### src/rtl/bss_pkg.sv
// Shared constants, types and state codes of the byte signature scanner.
`default_nettype none

package bss_pkg;

    localparam int MAX_OFFSET = 9;
    localparam int POS_W      = 32;
    localparam int ADDR_W     = 32;
    localparam int BYTE_W     = 8;
    localparam int CNT_W      = 8;
    localparam int N_STAGE    = 6;
    localparam int LAG        = MAX_OFFSET + 4;
    localparam int WIN        = LAG + 5;
    localparam int FLUSH_W    = $clog2(LAG);
    localparam int CONF_W     = 2;
    localparam int Q_DEPTH    = 2;
    localparam int Q_PTR_W    = $clog2(Q_DEPTH);

    localparam logic [ADDR_W-1:0] LOAD_BASE_RST = 32'h8C01_0000;

    localparam logic [BYTE_W-1:0] B_E9 = 8'hE9;
    localparam logic [BYTE_W-1:0] B_88 = 8'h88;
    localparam logic [BYTE_W-1:0] B_8D = 8'h8D;
    localparam logic [BYTE_W-1:0] B_DF = 8'hDF;
    localparam logic [BYTE_W-1:0] B_8B = 8'h8B;
    localparam logic [BYTE_W-1:0] B_E4 = 8'hE4;
    localparam logic [BYTE_W-1:0] B_0B = 8'h0B;

    // one flag per signature byte; all clear marks any other byte or a slot outside the stream
    localparam int CLS_W = 7;
    localparam int CL_E9 = 0;
    localparam int CL_88 = 1;
    localparam int CL_8D = 2;
    localparam int CL_DF = 3;
    localparam int CL_8B = 4;
    localparam int CL_E4 = 5;
    localparam int CL_0B = 6;

    localparam int SC_LEAD      = 0;
    localparam int SC_PAIR      = 1;
    localparam int SC_THIRD     = 2;
    localparam int SC_TAIL_STRT = 3;
    localparam int SC_TAIL_PAIR = 4;
    localparam int SC_FULL      = 5;

    localparam logic [CONF_W-1:0] CONF_MAX = 2'd2;

    typedef logic [CLS_W-1:0]            cls_t;
    typedef logic [WIN-1:0][CLS_W-1:0]   win_t;
    typedef logic [N_STAGE-1:0][CNT_W-1:0] cnt_vec_t;

    typedef struct packed {
        win_t             win;
        logic [POS_W-1:0] newest;
        logic             eos;
    } q_entry_t;

    typedef enum logic [1:0] {
        BK_SCAN,
        BK_FLUSH,
        BK_SUMMARY
    } bk_state_t;

endpackage

`default_nettype wire

### src/rtl/bss_front.sv
// Front end: classifies incoming bytes into a shift window and queues snapshots.
`default_nettype none

module bss_front
    import bss_pkg::*;
(
    input  wire logic              aclk,
    input  wire logic              aresetn,
    input  wire logic              s_valid,
    output logic                   s_ready,
    input  wire logic [BYTE_W-1:0] s_data_byte,
    input  wire logic              s_end_of_stream,
    input  wire logic              q_full,
    output logic                   q_push,
    output q_entry_t               q_push_data
);

    win_t             win_reg, win_next;
    logic [POS_W-1:0] pos_reg, pos_next;
    cls_t             cls;
    win_t             win_shift;

    always_comb begin
        cls         = '0;
        cls[CL_E9]  = (s_data_byte == B_E9);
        cls[CL_88]  = (s_data_byte == B_88);
        cls[CL_8D]  = (s_data_byte == B_8D);
        cls[CL_DF]  = (s_data_byte == B_DF);
        cls[CL_8B]  = (s_data_byte == B_8B);
        cls[CL_E4]  = (s_data_byte == B_E4);
        cls[CL_0B]  = (s_data_byte == B_0B);
    end

    assign s_ready   = !q_full;
    assign q_push    = s_valid && s_ready;
    assign win_shift = {win_reg[WIN-2:0], cls};

    assign q_push_data.win    = win_shift;
    assign q_push_data.newest = pos_reg;
    assign q_push_data.eos    = s_end_of_stream;

    always_comb begin
        win_next = win_reg;
        pos_next = pos_reg;
        if (q_push) begin
            if (s_end_of_stream) begin
                win_next = '0;
                pos_next = '0;
            end else begin
                win_next = win_shift;
                pos_next = pos_reg + POS_W'(1);
            end
        end
    end

    always_ff @(posedge aclk) begin
        if (!aresetn) begin
            win_reg <= '0;
            pos_reg <= '0;
        end else begin
            win_reg <= win_next;
            pos_reg <= pos_next;
        end
    end

endmodule

`default_nettype wire

### src/rtl/bss_queue.sv
// Short FIFO of window snapshots between the front and back ends.
`default_nettype none

module bss_queue
    import bss_pkg::*;
(
    input  wire logic     aclk,
    input  wire logic     aresetn,
    input  wire logic     push,
    input  wire q_entry_t push_data,
    input  wire logic     pop,
    output logic          full,
    output logic          empty,
    output q_entry_t      head
);

    q_entry_t             mem_reg [Q_DEPTH];
    logic [Q_PTR_W-1:0]   wr_ptr_reg, wr_ptr_next;
    logic [Q_PTR_W-1:0]   rd_ptr_reg, rd_ptr_next;
    logic [Q_PTR_W:0]     count_reg, count_next;

    assign full  = (count_reg == (Q_PTR_W+1)'(Q_DEPTH));
    assign empty = (count_reg == '0);
    assign head  = mem_reg[rd_ptr_reg];

    always_comb begin
        wr_ptr_next = wr_ptr_reg;
        rd_ptr_next = rd_ptr_reg;
        count_next  = count_reg;
        if (push) begin
            wr_ptr_next = (wr_ptr_reg == Q_PTR_W'(Q_DEPTH - 1)) ? '0 : wr_ptr_reg + 1'b1;
        end
        if (pop) begin
            rd_ptr_next = (rd_ptr_reg == Q_PTR_W'(Q_DEPTH - 1)) ? '0 : rd_ptr_reg + 1'b1;
        end
        unique case ({push, pop})
            2'b10:   count_next = count_reg + 1'b1;
            2'b01:   count_next = count_reg - 1'b1;
            default: count_next = count_reg;
        endcase
    end

    always_ff @(posedge aclk) begin
        if (!aresetn) begin
            wr_ptr_reg <= '0;
            rd_ptr_reg <= '0;
            count_reg  <= '0;
        end else begin
            wr_ptr_reg <= wr_ptr_next;
            rd_ptr_reg <= rd_ptr_next;
            count_reg  <= count_next;
        end
    end

    always_ff @(posedge aclk) begin
        if (push) begin
            mem_reg[wr_ptr_reg] <= push_data;
        end
    end

endmodule

`default_nettype wire

### src/rtl/bss_back.sv
// Back end: resolves anchors, keeps stage counters and drives the result register.
`default_nettype none

module bss_back
    import bss_pkg::*;
(
    input  wire logic              aclk,
    input  wire logic              aresetn,
    input  wire logic [ADDR_W-1:0] load_base,
    input  wire logic              q_empty,
    input  wire q_entry_t          q_head,
    output logic                   q_pop,
    output logic                   m_valid,
    input  wire logic              m_ready,
    output logic [ADDR_W-1:0]      m_hit_base_address,
    output logic [MAX_OFFSET-1:0]  m_offset_mask,
    output logic [CONF_W-1:0]      m_confirm_count,
    output logic                   m_is_summary,
    output logic [CNT_W-1:0]       m_count_lead,
    output logic [CNT_W-1:0]       m_count_pair,
    output logic [CNT_W-1:0]       m_count_third,
    output logic [CNT_W-1:0]       m_count_tail_start,
    output logic [CNT_W-1:0]       m_count_tail_pair,
    output logic [CNT_W-1:0]       m_count_full,
    output logic                   m_last_of_run
);

    bk_state_t             state_reg, state_next;
    win_t                  wwin_reg, wwin_next;
    logic [FLUSH_W-1:0]    flush_cnt_reg, flush_cnt_next;
    logic [POS_W-1:0]      apos_reg, apos_next;
    cnt_vec_t              cnt_reg, cnt_next, cnt_upd;

    logic                  m_valid_reg, m_valid_next;
    logic [ADDR_W-1:0]     addr_reg, addr_next;
    logic [MAX_OFFSET-1:0] mask_reg, mask_next;
    logic [CONF_W-1:0]     conf_reg, conf_next;
    logic                  summ_reg, summ_next;
    cnt_vec_t              ocnt_reg, ocnt_next;
    logic                  last_reg, last_next;

    logic                  adv;
    logic                  step;
    logic                  emit_anchor;
    logic                  emit_sum;
    win_t                  src_win;
    logic [POS_W-1:0]      src_pos;
    logic                  lead, pair, third;
    logic [MAX_OFFSET-1:0] ts_vec, tp_vec, full_vec;
    logic [CONF_W-1:0]     conf_sum, conf_val;

    assign adv = !m_valid_reg || m_ready;

    // anchor under test always sits at window slot LAG
    always_comb begin
        if (state_reg == BK_SCAN) begin
            src_win = q_head.win;
            src_pos = q_head.newest - POS_W'(LAG);
        end else begin
            src_win = wwin_reg;
            src_pos = apos_reg;
        end
    end

    always_comb begin
        lead  = src_win[LAG][CL_E9];
        pair  = lead & src_win[LAG-1][CL_88];
        third = pair & src_win[LAG-3][CL_8D];
        for (int j = 1; j <= MAX_OFFSET; j++) begin
            ts_vec[j-1]   = third & src_win[LAG-1-j][CL_DF];
            tp_vec[j-1]   = ts_vec[j-1] & src_win[LAG-2-j][CL_88];
            full_vec[j-1] = tp_vec[j-1] & src_win[LAG-4-j][CL_8B];
        end
        conf_sum = CONF_W'(src_win[LAG][CL_0B]) + CONF_W'(src_win[LAG+2][CL_0B])
                 + CONF_W'(src_win[LAG+4][CL_0B]);
        if (!src_win[LAG+1][CL_E4]) begin
            conf_val = '0;
        end else if (conf_sum > CONF_MAX) begin
            conf_val = CONF_MAX;
        end else begin
            conf_val = conf_sum;
        end
    end

    always_comb begin
        cnt_upd               = cnt_reg;
        cnt_upd[SC_LEAD]      = cnt_reg[SC_LEAD] + CNT_W'(lead);
        cnt_upd[SC_PAIR]      = cnt_reg[SC_PAIR] + CNT_W'(pair);
        cnt_upd[SC_THIRD]     = cnt_reg[SC_THIRD] + CNT_W'(third);
        cnt_upd[SC_TAIL_STRT] = cnt_reg[SC_TAIL_STRT] + CNT_W'($countones(ts_vec));
        cnt_upd[SC_TAIL_PAIR] = cnt_reg[SC_TAIL_PAIR] + CNT_W'($countones(tp_vec));
        cnt_upd[SC_FULL]      = cnt_reg[SC_FULL] + CNT_W'($countones(full_vec));
    end

    // next state
    always_comb begin
        state_next = state_reg;
        unique case (state_reg)
            BK_SCAN: begin
                if (adv && !q_empty && q_head.eos) begin
                    state_next = BK_FLUSH;
                end
            end
            BK_FLUSH: begin
                if (adv && flush_cnt_reg == '0) begin
                    state_next = BK_SUMMARY;
                end
            end
            BK_SUMMARY: begin
                if (adv) begin
                    state_next = BK_SCAN;
                end
            end
            default: state_next = BK_SCAN;
        endcase
    end

    // outputs and datapath
    always_comb begin
        step           = 1'b0;
        q_pop          = 1'b0;
        emit_sum       = 1'b0;
        wwin_next      = wwin_reg;
        flush_cnt_next = flush_cnt_reg;
        apos_next      = apos_reg;
        cnt_next       = cnt_reg;
        last_next      = last_reg;
        unique case (state_reg)
            BK_SCAN: begin
                step  = adv && !q_empty;
                q_pop = step;
                if (step) begin
                    wwin_next      = {q_head.win[WIN-2:0], CLS_W'(0)};
                    flush_cnt_next = FLUSH_W'(LAG - 1);
                    apos_next      = src_pos + POS_W'(1);
                    last_next      = !q_head.eos;
                end
            end
            BK_FLUSH: begin
                step = adv;
                if (step) begin
                    wwin_next      = {wwin_reg[WIN-2:0], CLS_W'(0)};
                    flush_cnt_next = flush_cnt_reg - 1'b1;
                    apos_next      = apos_reg + POS_W'(1);
                    last_next      = 1'b0;
                end
            end
            BK_SUMMARY: begin
                emit_sum = adv;
                if (emit_sum) begin
                    last_next = 1'b1;
                end
            end
            default: begin
                step = 1'b0;
            end
        endcase
        if (step) begin
            cnt_next = cnt_upd;
        end
        if (emit_sum) begin
            cnt_next = '0;
        end
        emit_anchor = step && (full_vec != '0);
    end

    always_comb begin
        m_valid_next = m_valid_reg;
        addr_next    = addr_reg;
        mask_next    = mask_reg;
        conf_next    = conf_reg;
        summ_next    = summ_reg;
        ocnt_next    = ocnt_reg;
        if (adv) begin
            m_valid_next = emit_anchor || emit_sum;
        end
        if (emit_anchor) begin
            addr_next = load_base + ADDR_W'(src_pos) + ADDR_W'(1);
            mask_next = full_vec;
            conf_next = conf_val;
            summ_next = 1'b0;
            ocnt_next = cnt_upd;
        end else if (emit_sum) begin
            addr_next = '0;
            mask_next = '0;
            conf_next = '0;
            summ_next = 1'b1;
            ocnt_next = cnt_reg;
        end
    end

    always_ff @(posedge aclk) begin
        if (!aresetn) begin
            state_reg     <= BK_SCAN;
            flush_cnt_reg <= '0;
            cnt_reg       <= '0;
            m_valid_reg   <= 1'b0;
        end else begin
            state_reg     <= state_next;
            flush_cnt_reg <= flush_cnt_next;
            cnt_reg       <= cnt_next;
            m_valid_reg   <= m_valid_next;
        end
    end

    always_ff @(posedge aclk) begin
        wwin_reg <= wwin_next;
        apos_reg <= apos_next;
        addr_reg <= addr_next;
        mask_reg <= mask_next;
        conf_reg <= conf_next;
        summ_reg <= summ_next;
        ocnt_reg <= ocnt_next;
        if (emit_anchor || emit_sum) begin
            last_reg <= last_next;
        end
    end

    assign m_valid            = m_valid_reg;
    assign m_hit_base_address = addr_reg;
    assign m_offset_mask      = mask_reg;
    assign m_confirm_count    = conf_reg;
    assign m_is_summary       = summ_reg;
    assign m_count_lead       = ocnt_reg[SC_LEAD];
    assign m_count_pair       = ocnt_reg[SC_PAIR];
    assign m_count_third      = ocnt_reg[SC_THIRD];
    assign m_count_tail_start = ocnt_reg[SC_TAIL_STRT];
    assign m_count_tail_pair  = ocnt_reg[SC_TAIL_PAIR];
    assign m_count_full       = ocnt_reg[SC_FULL];
    assign m_last_of_run      = last_reg;

endmodule

`default_nettype wire

### src/rtl/byte_signature_scanner.sv
// Byte signature scanner: top level with the load base register.
// Throughput: one byte per cycle while the queue has room; the back end resolves one anchor
//   per cycle unless stalled; a report resolves from the byte 13 places past its anchor.
// End of stream: the back end flushes the pending anchors, then sends one summary;
//   the 2-transaction queue takes the next bytes until it fills, then the front stalls.
// Reset: synchronous active-low aresetn clears window, position, counters,
//   queue and output valid; load_base returns to 0x8C010000.
`default_nettype none

module byte_signature_scanner
    import bss_pkg::*;
(
    input  wire logic              aclk,
    input  wire logic              aresetn,
    input  wire logic              cfg_wr_en,
    input  wire logic [ADDR_W-1:0] cfg_wr_data,
    input  wire logic              s_valid,
    output logic                   s_ready,
    input  wire logic [BYTE_W-1:0] s_data_byte,
    input  wire logic              s_end_of_stream,
    output logic                   m_valid,
    input  wire logic              m_ready,
    output logic [ADDR_W-1:0]      m_hit_base_address,
    output logic [MAX_OFFSET-1:0]  m_offset_mask,
    output logic [CONF_W-1:0]      m_confirm_count,
    output logic                   m_is_summary,
    output logic [CNT_W-1:0]       m_count_lead,
    output logic [CNT_W-1:0]       m_count_pair,
    output logic [CNT_W-1:0]       m_count_third,
    output logic [CNT_W-1:0]       m_count_tail_start,
    output logic [CNT_W-1:0]       m_count_tail_pair,
    output logic [CNT_W-1:0]       m_count_full,
    output logic                   m_last_of_run
);

    logic [ADDR_W-1:0] load_base_reg, load_base_next;
    logic              q_push, q_pop, q_full, q_empty;
    q_entry_t          q_push_data, q_head;

    assign load_base_next = cfg_wr_en ? cfg_wr_data : load_base_reg;

    always_ff @(posedge aclk) begin
        if (!aresetn) begin
            load_base_reg <= LOAD_BASE_RST;
        end else begin
            load_base_reg <= load_base_next;
        end
    end

    bss_front u_front (
        .aclk            (aclk),
        .aresetn         (aresetn),
        .s_valid         (s_valid),
        .s_ready         (s_ready),
        .s_data_byte     (s_data_byte),
        .s_end_of_stream (s_end_of_stream),
        .q_full          (q_full),
        .q_push          (q_push),
        .q_push_data     (q_push_data)
    );

    bss_queue u_queue (
        .aclk      (aclk),
        .aresetn   (aresetn),
        .push      (q_push),
        .push_data (q_push_data),
        .pop       (q_pop),
        .full      (q_full),
        .empty     (q_empty),
        .head      (q_head)
    );

    bss_back u_back (
        .aclk               (aclk),
        .aresetn            (aresetn),
        .load_base          (load_base_reg),
        .q_empty            (q_empty),
        .q_head             (q_head),
        .q_pop              (q_pop),
        .m_valid            (m_valid),
        .m_ready            (m_ready),
        .m_hit_base_address (m_hit_base_address),
        .m_offset_mask      (m_offset_mask),
        .m_confirm_count    (m_confirm_count),
        .m_is_summary       (m_is_summary),
        .m_count_lead       (m_count_lead),
        .m_count_pair       (m_count_pair),
        .m_count_third      (m_count_third),
        .m_count_tail_start (m_count_tail_start),
        .m_count_tail_pair  (m_count_tail_pair),
        .m_count_full       (m_count_full),
        .m_last_of_run      (m_last_of_run)
    );

    a_no_overflow: assert property (@(posedge aclk) disable iff (!aresetn)
        q_full |-> !q_push)
        else $error("snapshot queue written while full");

    a_no_underflow: assert property (@(posedge aclk) disable iff (!aresetn)
        q_pop |-> !q_empty)
        else $error("snapshot queue read while empty");

    a_report_has_hit: assert property (@(posedge aclk) disable iff (!aresetn)
        (m_valid && !m_is_summary) |-> (m_offset_mask != '0))
        else $error("anchor report without a full hit");

    a_summary_closes: assert property (@(posedge aclk) disable iff (!aresetn)
        (m_valid && m_is_summary) |-> (m_last_of_run && m_hit_base_address == '0))
        else $error("summary transaction malformed");

    a_conf_range: assert property (@(posedge aclk) disable iff (!aresetn)
        m_valid |-> (m_confirm_count != 2'd3))
        else $error("confirmation count out of range");

endmodule

`default_nettype wire

### config.mk
export PLATFORM = sky130hd
export DESIGN_NAME = byte_signature_scanner
export DESIGN_NICKNAME = d
export VERILOG_FILES = /design/src/rtl/bss_pkg.sv /design/src/rtl/bss_front.sv /design/src/rtl/bss_queue.sv /design/src/rtl/bss_back.sv /design/src/rtl/byte_signature_scanner.sv
export SDC_FILE = /design/constraint.sdc
export NUM_CORES = 1
export LEC_CHECK = 0
export BUFFER_PORTS_ARGS = -buffer_cell sky130_fd_sc_hd__buf_4
export CAP_MARGIN = 30
export CORE_MARGIN = 2
export CORE_UTILIZATION = 38
export DETAILED_ROUTE_END_ITERATION = 7
export PLACE_DENSITY_LB_ADDON = 0.25
export SYNTH_ARGS = -nofsm -noshare
export SYNTH_HDL_FRONTEND = slang
export SYNTH_HIERARCHICAL = 1
export SYNTH_SLANG_ARGS = --single-unit
### constraint.sdc
create_clock -name aclk -period 10.15 [get_ports aclk]
set_input_delay 2.03 -clock aclk [delete_from_list [all_inputs] [get_ports aclk]]
set_output_delay 2.03 -clock aclk [all_outputs]
set_load 0.01 [all_outputs]
==> flow_summary_export.csv, run 1 <==
group,metric,value,unit
status,outcome,"complete, no violations",
setup_path,startpoint,"u_back/state_reg[0]",
clock_tree,path_clk_slew,0.06,ns
global_routing,overflow,0,
die,dieArea,85600,sq um
sta,fmax,167,MHz
die,core_area,82200,sq um
clock_tree,clkLatencyLatePin,0.63,ns
clock_tree,cts_buffers,76,
sta,hold_viol_final,0,
clock_tree,cts_buffer_depth,3,
sta,fin_crit_sh,58.8,%
hold_path,worstHoldStart,"u_front/q_push_data[87]",
setup_path,crit_type,"flip-flop to flip-flop",
setup_path,rr_worst_depth,23,
clock_tree,cts_setup_buffers,0,
die,start_util,38.5,%
global_routing,grt_pass1_vias,19524,
global_routing,antenna_found_initial,1,
final_layout,area_growth,13.6,%
sta,slew_headroom,36.5,%
placed_design,dp_slack,4.16,ns
clock_tree,root_buffer,"clkbuf_16",
clock_tree,htree_levels,3,
global_routing,grt_max_degree,100,
setup_path,slowest_stage,"ha_4",
setup_path,crit_top_cell,"inv_1",
sta,fin_setup_tns,0,ns
final_layout,n_antenna_cell,0,
final_layout,largest_reg_flops,250,
logic_synthesis,yosysWarnings,6,
die,num_io_pins,141,
routing,drc,0,
die,die_h,293,um
routing,drt_pass1_iterations,6,
hold_path,hold_path_class,"flip-flop to flip-flop",
die,die_width,293,um
clock_tree,ctsResizeCount,0,
clock_tree,cts.sinks,669,
setup_path,cp-end-kind,"flip-flop",
final_layout,fillerInstances,7456,
power_and_ir_drop,irDropWorstVdd,0.190,mV
setup_path,crit_arrival,6.35,ns
sta,tightest_slew,0.952,ns
routing,routedWlPerCell,18.0,um
clock_tree,tritoncts,"yes",
power_and_ir_drop,powerDensity,274,nW/um^2
setup_path,path_cells,"inv_1 -> ha_4 -> buf_4 -> mux2i_1 -> a21o_1 -> a21oi_1 -> nand2_1 -> inv_1 -> fa_1 -> inv_1 -> fa_1 -> fa_1 -> inv_1 -> ha_1 -> inv_1 -> fa_1 -> inv_1 -> a21o_1 -> a21oi_1 -> nor2_1 -> nand3_1 -> nand2b_1 -> xnor2_1",
logic_synthesis,syn-cell-area,31600,sq um
hold_path,hold_depth,0,
sta,setup_viol,0,
job,cap_violations,0,
die,num_rows,105,
final_layout,nets,2828,
routing,antenna_left,0,
setup_path,slowest_delay,0.57,ns
routing,vias,19999,
setup_path,r2r_start,"u_back/state_reg[0]",
sta,layout_setup_ws,4.18,ns
setup_path,critPathMaxFanout,61,
global_routing,grt_pass1_wl,109,mm
setup_path,worstSetupStartpointType,"flip-flop",
routing,postRouteWirelength,68.7,mm
final_layout,drive_gt1_share,19.9,%
sta,rsz0062_at_grt,"no",
placed_design,port_buffers,140,
power_and_ir_drop,p_leak,13.6,nW
routing,via_per_inst,5.22,
sta,fin_crit,5.97,ns
placed_design,routabilityCongestion,0.859,
clock_tree,cts_hold_buffers,0,
logic_synthesis,synth.avg_cell_area,12.2,sq um
setup_path,required,10.53,ns
logic_synthesis,syn_nets,2734,
routing,first_iter_violations,1407,
placed_design,dp_hpwl,44.1,mm
sta,fin_skew,0.0265,ns
sta,final_max_slew_viol_count,0,
global_routing,grt.total_usage,15.8,%
logic_synthesis,netlist_instances,2603,
metal layers:
metal / track usage [%] / share of wire [%] / vias to the layer above
li1: - / - / 9702
met1: 22.6 / 49 / 9750
met2: 24.6 / 45 / 446
met3: 2.53 / 4.5 / 99
met4: 4.78 / 2.0 / 2
met5: 0 / 0.015 / -
worst paths after layout:
| path | endpoint | slack (ns) |
|---|---|---|
| setup reg to reg | u_back/m_count_full[6] | 4.18 |
| hold / removal | u_queue/mem_reg[1][87] | 0.46 |
| hold reg to reg | u_queue/mem_reg[1][87] | 0.46 |
| setup / recovery | u_back/m_count_full[6] | 4.18 |
metrics by stage:
stage                     util [%]  instances  hold slack (ns)  power (mW)  cell area, sq um
final                         43.7       3828            0.459        9.85             35900
after global routing          43.7       3828            0.483        10.4             35900
after CTS                     43.7       3827            0.459        9.95             35900
after detailed placement      40.8       3688            0.447        7.27             33500
after global placement        40.7       3686            0.435        7.19             33500
after floorplan                  -       2603            0.426        6.43             31600
placed cells by master, fill, tap and decap left out, types with 33 or more instances in the layout:
master,count
xnor2_1,71
nor3_1,42
edfxtp_1,459
mux2_4,92
a21oi_1,190
nor2b_1,48
nand3_1,55
or3_1,43
o21ai_0,55
xor2_1,65
and3_1,93
mux2_2,135
buf_4,159
ha_1,63
mux2i_1,62
inv_1,58
dfxtp_1,209
clkbuf_16,81
nor2_1,247
nand4_1,33
nand2_1,136
report_power, final:
group / switching (mW) / leakage [nW] / internal (mW) / total [mW]
Clock: 1.08 / 1.17 / 1.55 / 2.64
Sequential: 0.257 / 6.12 / 3.64 / 3.90
Combinational: 1.98 / 6.27 / 1.34 / 3.32
cell type report:
cell class	count	area [sq um]	area share, %
flip-flops and latches	669	18000	50.1
multi-input cells	1724	12700	35.3
clock buffers	117	2200	6.13
well taps	1070	1340	3.72
repair buffers	163	1290	3.59
inverters	63	239	0.665
clock inverters	22	195	0.543
critical path: cells and delay by family (launching register included):
kind	cells	cell delay [ns]
AOI/OAI and AO/OA	4	0.71
xor gates and xnor gates	1	0.12
adders and majority gates	6	2.58
buffers and inverters	7	1.00
DFF	1	0.36
muxes	1	0.32
and+or+nand+nor	4	0.58
Power figures use the tool's default switching activity.
==> run 2, diff against run 1 <==
clock period = 5.59 ns   (was 10.15 ns; I/O delays follow)
==> flow_summary_export.csv, run 2 (synthesis results as in run 1) <==
group,metric,value,unit
status,outcome,"complete, no violations",
final_layout,final_common_cell,"edfxtp_1",
setup_path,rr_worst_depth,14,
sta,fin_crit_sh,93.0,%
setup_path,crit_end,"u_back/m_hit_base_address[23]",
final_layout,regArea,18000,sq um
sta,setup_viol,0,
setup_path,worstReg2RegEnd,"u_back/m_hit_base_address[23]",
sta,fin_skew,0.0218,ns
clock_tree,tritoncts,"yes",
final_layout,area_growth,14.7,%
placed_design,routabilityCongestion,0.863,
job,cap_violations,0,
routing,first_iter_violations,1232,
final_layout,multi_input_area,12700,sq um
sta,fin_crit,5.20,ns
clock_tree,clkLatencyLatePin,0.62,ns
global_routing,grt.total_usage,15.8,%
power_and_ir_drop,irDropWorstVdd,0.251,mV
final_layout,n_antenna_cell,0,
placed_design,port_buffers,140,
clock_tree,htree_levels,3,
sta,rsz0062_at_grt,"no",
setup_path,slowest_delay,0.54,ns
power_and_ir_drop,powerDensity,504,nW/um^2
die,core_area,82200,sq um
routing,drc,0,
sta,final_max_slew_viol_count,0,
clock_tree,path_clk_slew,0.06,ns
global_routing,grt_max_degree,85,
setup_path,cp-end-kind,"flip-flop",
routing,via_per_inst,5.22,
setup_path,required,5.95,ns
setup_path,crit_type,"flip-flop to flip-flop",
die,die_width,293,um
sta,hold_viol_final,0,
setup_path,slowest_stage,"dfxtp_4",
routing,vias,20046,
clock_tree,cts_hold_buffers,0,
global_routing,grt_pass1_wl,109,mm
routing,drt_pass1_iterations,5,
setup_path,reg2reg_slack,0.39,ns
setup_path,path_cells,"buf_4 -> mux2_2 -> nor2_1 -> nand3_2 -> nor2_1 -> xnor2_1 -> a21oi_1 -> ha_1 -> a2111oi_0 -> o21ai_0 -> a2111oi_0 -> nor2_1 -> or3_1 -> and3_1",
sta,fmax,192,MHz
hold_path,hold_path_class,"flip-flop to flip-flop",
die,dieArea,85600,sq um
setup_path,worstSetupStartpointType,"flip-flop",
hold_path,hold_depth,0,
final_layout,nets,2841,
final_layout,fillerInstances,7416,
final_layout,mostFrequentLayoutCells,"459 x edfxtp_1, 247 x nor2_1, 209 x dfxtp_1",
die,num_rows,105,
clock_tree,ctsResizeCount,0,
sta,fin_setup_tns,0,ns
final_layout,drive_gt1_share,20.9,%
setup_path,critPathMaxFanout,21,
clock_tree,cts_buffer_depth,3,
die,die_h,293,um
routing,postRouteWirelength,68.4,mm
die,num_io_pins,141,
die,start_util,38.5,%
sta,tightest_slew,0.935,ns
global_routing,grt_pass1_vias,19880,
sta,slew_headroom,37.4,%
global_routing,overflow,0,
power_and_ir_drop,p_leak,13.7,nW
global_routing,antenna_found_initial,1,
final_layout,largest_reg_flops,250,
power_and_ir_drop,power,18.3,mW
setup_path,crit_arrival,5.56,ns
clock_tree,cts.sinks,669,
clock_tree,cts_setup_buffers,0,
clock_tree,cts_buffers,74,
setup_path,crit_top_cell,"nor2_1",
routing,routedWlPerCell,17.8,um
clock_tree,root_buffer,"clkbuf_16",
placed_design,dp_hpwl,44.9,mm
routing,antenna_left,0,
[run 2: worst min path at each step]
stage | startpoint | to | slack (ns)
floorplan | u_front/q_push_data[105] | u_queue/mem_reg[0][105] | 0.43
global placement | u_front/q_push_data[158] | u_queue/mem_reg[1][158] | 0.44
detailed placement | u_front/q_push_data[158] | u_queue/mem_reg[1][158] | 0.45
CTS | u_front/q_push_data[158] | u_queue/mem_reg[1][158] | 0.45
global route | u_front/q_push_data[158] | u_queue/mem_reg[0][158] | 0.48
finish | u_front/q_push_data[158] | u_queue/mem_reg[1][158] | 0.46
[run 2: per-stage QoR]
step                      utilization (%)  worst slack (ns)  hold slack [ns]  cell area, sq um  cells
after floorplan                         -             0.132            0.426             31700   2603
after global placement               40.9             0.555            0.438             33700   3702
after detailed placement             41.0             0.391            0.447             33700   3703
after CTS                            44.1             0.375            0.451             36300   3840
after global routing                 44.1            0.0489            0.478             36300   3841
final                                44.1             0.392            0.455             36300   3841
[run 2: power breakdown]
part,total (mW),switching [mW],internal (mW)
combinational,6.17,3.65,2.52
sequential,7.00,0.403,6.60
clock,5.12,1.99,3.12
[run 2: worst max-delay path: cells and delay by family, from the launching register on]
kind	cells	cell delay, ns
xor+xnor	1	0.29
flops	1	0.54
simple gates	6	1.62
compound gates	4	1.28
fa+ha+maj	1	0.41
buf+inv	1	0.36
mux	1	0.45
[run 2: area by class of cell]
class	instances	area share, %
tap	1070	3.69
clock inverter	40	1.47
sequential	669	49.6
multi-input combinational	1724	35.0
inverter	63	0.658
timing repair buffer	178	4.00
clock buffer	97	5.68
[run 2: per-layer routing]
metal	up-vias	wire length [um]	GRT usage [%]
met3	88	2940	2.51
met5	-	10	0
met1	9784	33400	22.5
met2	444	30800	24.8
li1	9728	-	-
met4	2	1250	4.43
==> run 3, diff against run 2 <==
ABC_AREA = 1   (was default)
clock period = 6.5 ns   (was 5.59 ns; I/O delays follow)
==> flow_summary_export.csv, run 3 <==
group,metric,value,unit
logic_synthesis,synth.avg_cell_area,9.37,sq um
routing,vias,22832,
clock_tree,htree_levels,3,
final_layout,mostFrequentLayoutCells,"1,058 x nand2_1, 459 x edfxtp_1, 353 x nor2_1",
sta,hold_viol_final,0,
global_routing,grt_max_degree,72,
power_and_ir_drop,power,17.7,mW
setup_path,crit_top_cell,"inv_1",
final_layout,stdcell_area,37000,sq um
clock_tree,path_clk_slew,0.06,ns
global_routing,grt.total_usage,16.9,%
sta,fin_setup_tns,0,ns
placed_design,dpl-instance-area,34400,sq um
hold_path,hold_path_class,"flip-flop to flip-flop",
clock_tree,root_buffer,"clkbuf_16",
power_and_ir_drop,p_leak,15.0,nW
final_layout,drive_gt1_share,13.2,%
logic_synthesis,netlist_instances,3473,
setup_path,crit_type,"flip-flop to flip-flop",
sta,layout_setup_ws,0.958,ns
final_layout,nets,3709,
sta,fin_skew,0.0381,ns
clock_tree,tritoncts,"yes",
clock_tree,ctsResizeCount,0,
setup_path,critPathMaxFanout,31,
clock_tree,cts_hold_buffers,0,
logic_synthesis,syn-cell-area,32500,sq um
power_and_ir_drop,irDropWorstVdd,0.371,mV
sta,fin_crit,5.54,ns
global_routing,grt_pass1_vias,21336,
clock_tree,cts_setup_buffers,0,
routing,antenna_left,0,
routing,routedWlPerCell,15.7,um
die,start_util,38.3,%
routing,first_iter_violations,1467,
clock_tree,cts_buffer_depth,3,
sta,setup_viol,0,
setup_path,cp_num_buf_inv,7,
setup_path,slowest_stage,"fa_1",
final_layout,final_common_cell,"nand2_1",
placed_design,port_buffers,140,
sta,final_max_slew_viol_count,0,
logic_synthesis,yosysWarnings,6,
clock_tree,cts.sinks,669,
sta,fin_crit_sh,85.3,%
sta,slew_headroom,37.0,%
setup_path,cp_top_family,"adder cells",
final_layout,largest_reg_flops,250,
setup_path,path_cells,"inv_1 -> ha_2 -> inv_2 -> nand2_1 -> nand2_1 -> nand2_2 -> a21oi_4 -> inv_2 -> a21oi_2 -> nand3_1 -> inv_1 -> fa_1 -> inv_1 -> fa_1 -> fa_1 -> inv_1 -> ha_1 -> inv_1 -> fa_1 -> o21ai_0 -> nand4_1 -> nand2_1 -> o21ai_0",
die,die_width,297,um
status,outcome,"complete, no violations",
final_layout,area_growth,13.7,%
sta,rsz0062_at_grt,"no",
setup_path,cp-end-kind,"flip-flop",
routing,postRouteWirelength,74.9,mm
routing,drt_pass1_iterations,8,
power_and_ir_drop,powerDensity,479,nW/um^2
placed_design,dp_slack,0.951,ns
global_routing,overflow,0,
clock_tree,cts_buffers,75,
final_layout,n_antenna_cell,0,
global_routing,antenna_found_initial,0,
final_layout,fillerInstances,8253,
sta,tightest_slew,0.944,ns
placed_design,dp_cells,4643,
final_layout,stdcell_count,4784,
sta,fmax,180,MHz
die,num_io_pins,141,
routing,via_per_inst,4.77,
setup_path,worstSetupStartpointType,"flip-flop",
die,dieArea,88000,sq um
placed_design,routabilityCongestion,0.872,
setup_path,crit_arrival,5.89,ns
die,core_area,85000,sq um
job,cap_violations,0,
die,num_rows,107,
clock_tree,clkLatencyLatePin,0.64,ns
global_routing,grt_pass1_wl,117,mm
routing,drc,0,
logic_synthesis,syn_nets,3604,
setup_path,required,6.85,ns
setup_path,slowest_delay,0.44,ns
die,die_h,297,um
placed_design,dp_hpwl,50.4,mm
run 3: worst reg2reg max path: cells and delay by family, from the launching register on:
family                   cells  cell delay [ns]
AO/OA/AOI/OAI                4             1.07
adder cells (fa/ha/maj)      6             2.18
AND/OR/NAND/NOR              6             0.71
buffers and inverters        7             0.93
flip-flops                   1             0.40
run 3: worst paths after layout:
check	start	end	slack [ns]	depth (start not counted)
setup reg to reg	u_back/state_reg[0]	u_back/m_count_full[6]	0.96	23
setup / recovery	u_back/state_reg[0]	u_back/m_count_full[6]	0.96	23
hold reg to reg	u_front/q_push_data[136]	u_queue/mem_reg[0][136]	0.45	0
hold / removal	u_front/q_push_data[136]	u_queue/mem_reg[0][136]	0.45	0
run 3: cell type report:
type                            instances  area (sq um)  area share, %
Inverter                              300          1130           3.06
Sequential cell                       669         18000           48.6
Tap cell                             1144          1430           3.87
Clock inverter                         40           482           1.30
Multi-Input combinational cell       2366         12600           34.0
Timing Repair Buffer                  166          1360           3.68
Clock buffer                           99          2040           5.50
run 3: per-stage QoR:
stage / util, % / hold WS [ns]
floorplan: - / 0.426
global placement: 40.4 / 0.434
detailed placement: 40.5 / 0.440
CTS: 43.5 / 0.439
global route: 43.5 / 0.467
finish: 43.5 / 0.446
run 3: routing by layer:
metal	up-vias	wire length, um	track usage [%]
met5	-	0	0
met4	0	1480	4.83
met3	89	3540	2.58
met2	447	33900	26.9
met1	10596	36000	24.0
li1	11700	-	-
run 3: report_power, final:
part           switching [mW]  internal [mW]
combinational            4.82           2.27
clock                    1.76           2.52
sequential              0.398           5.97
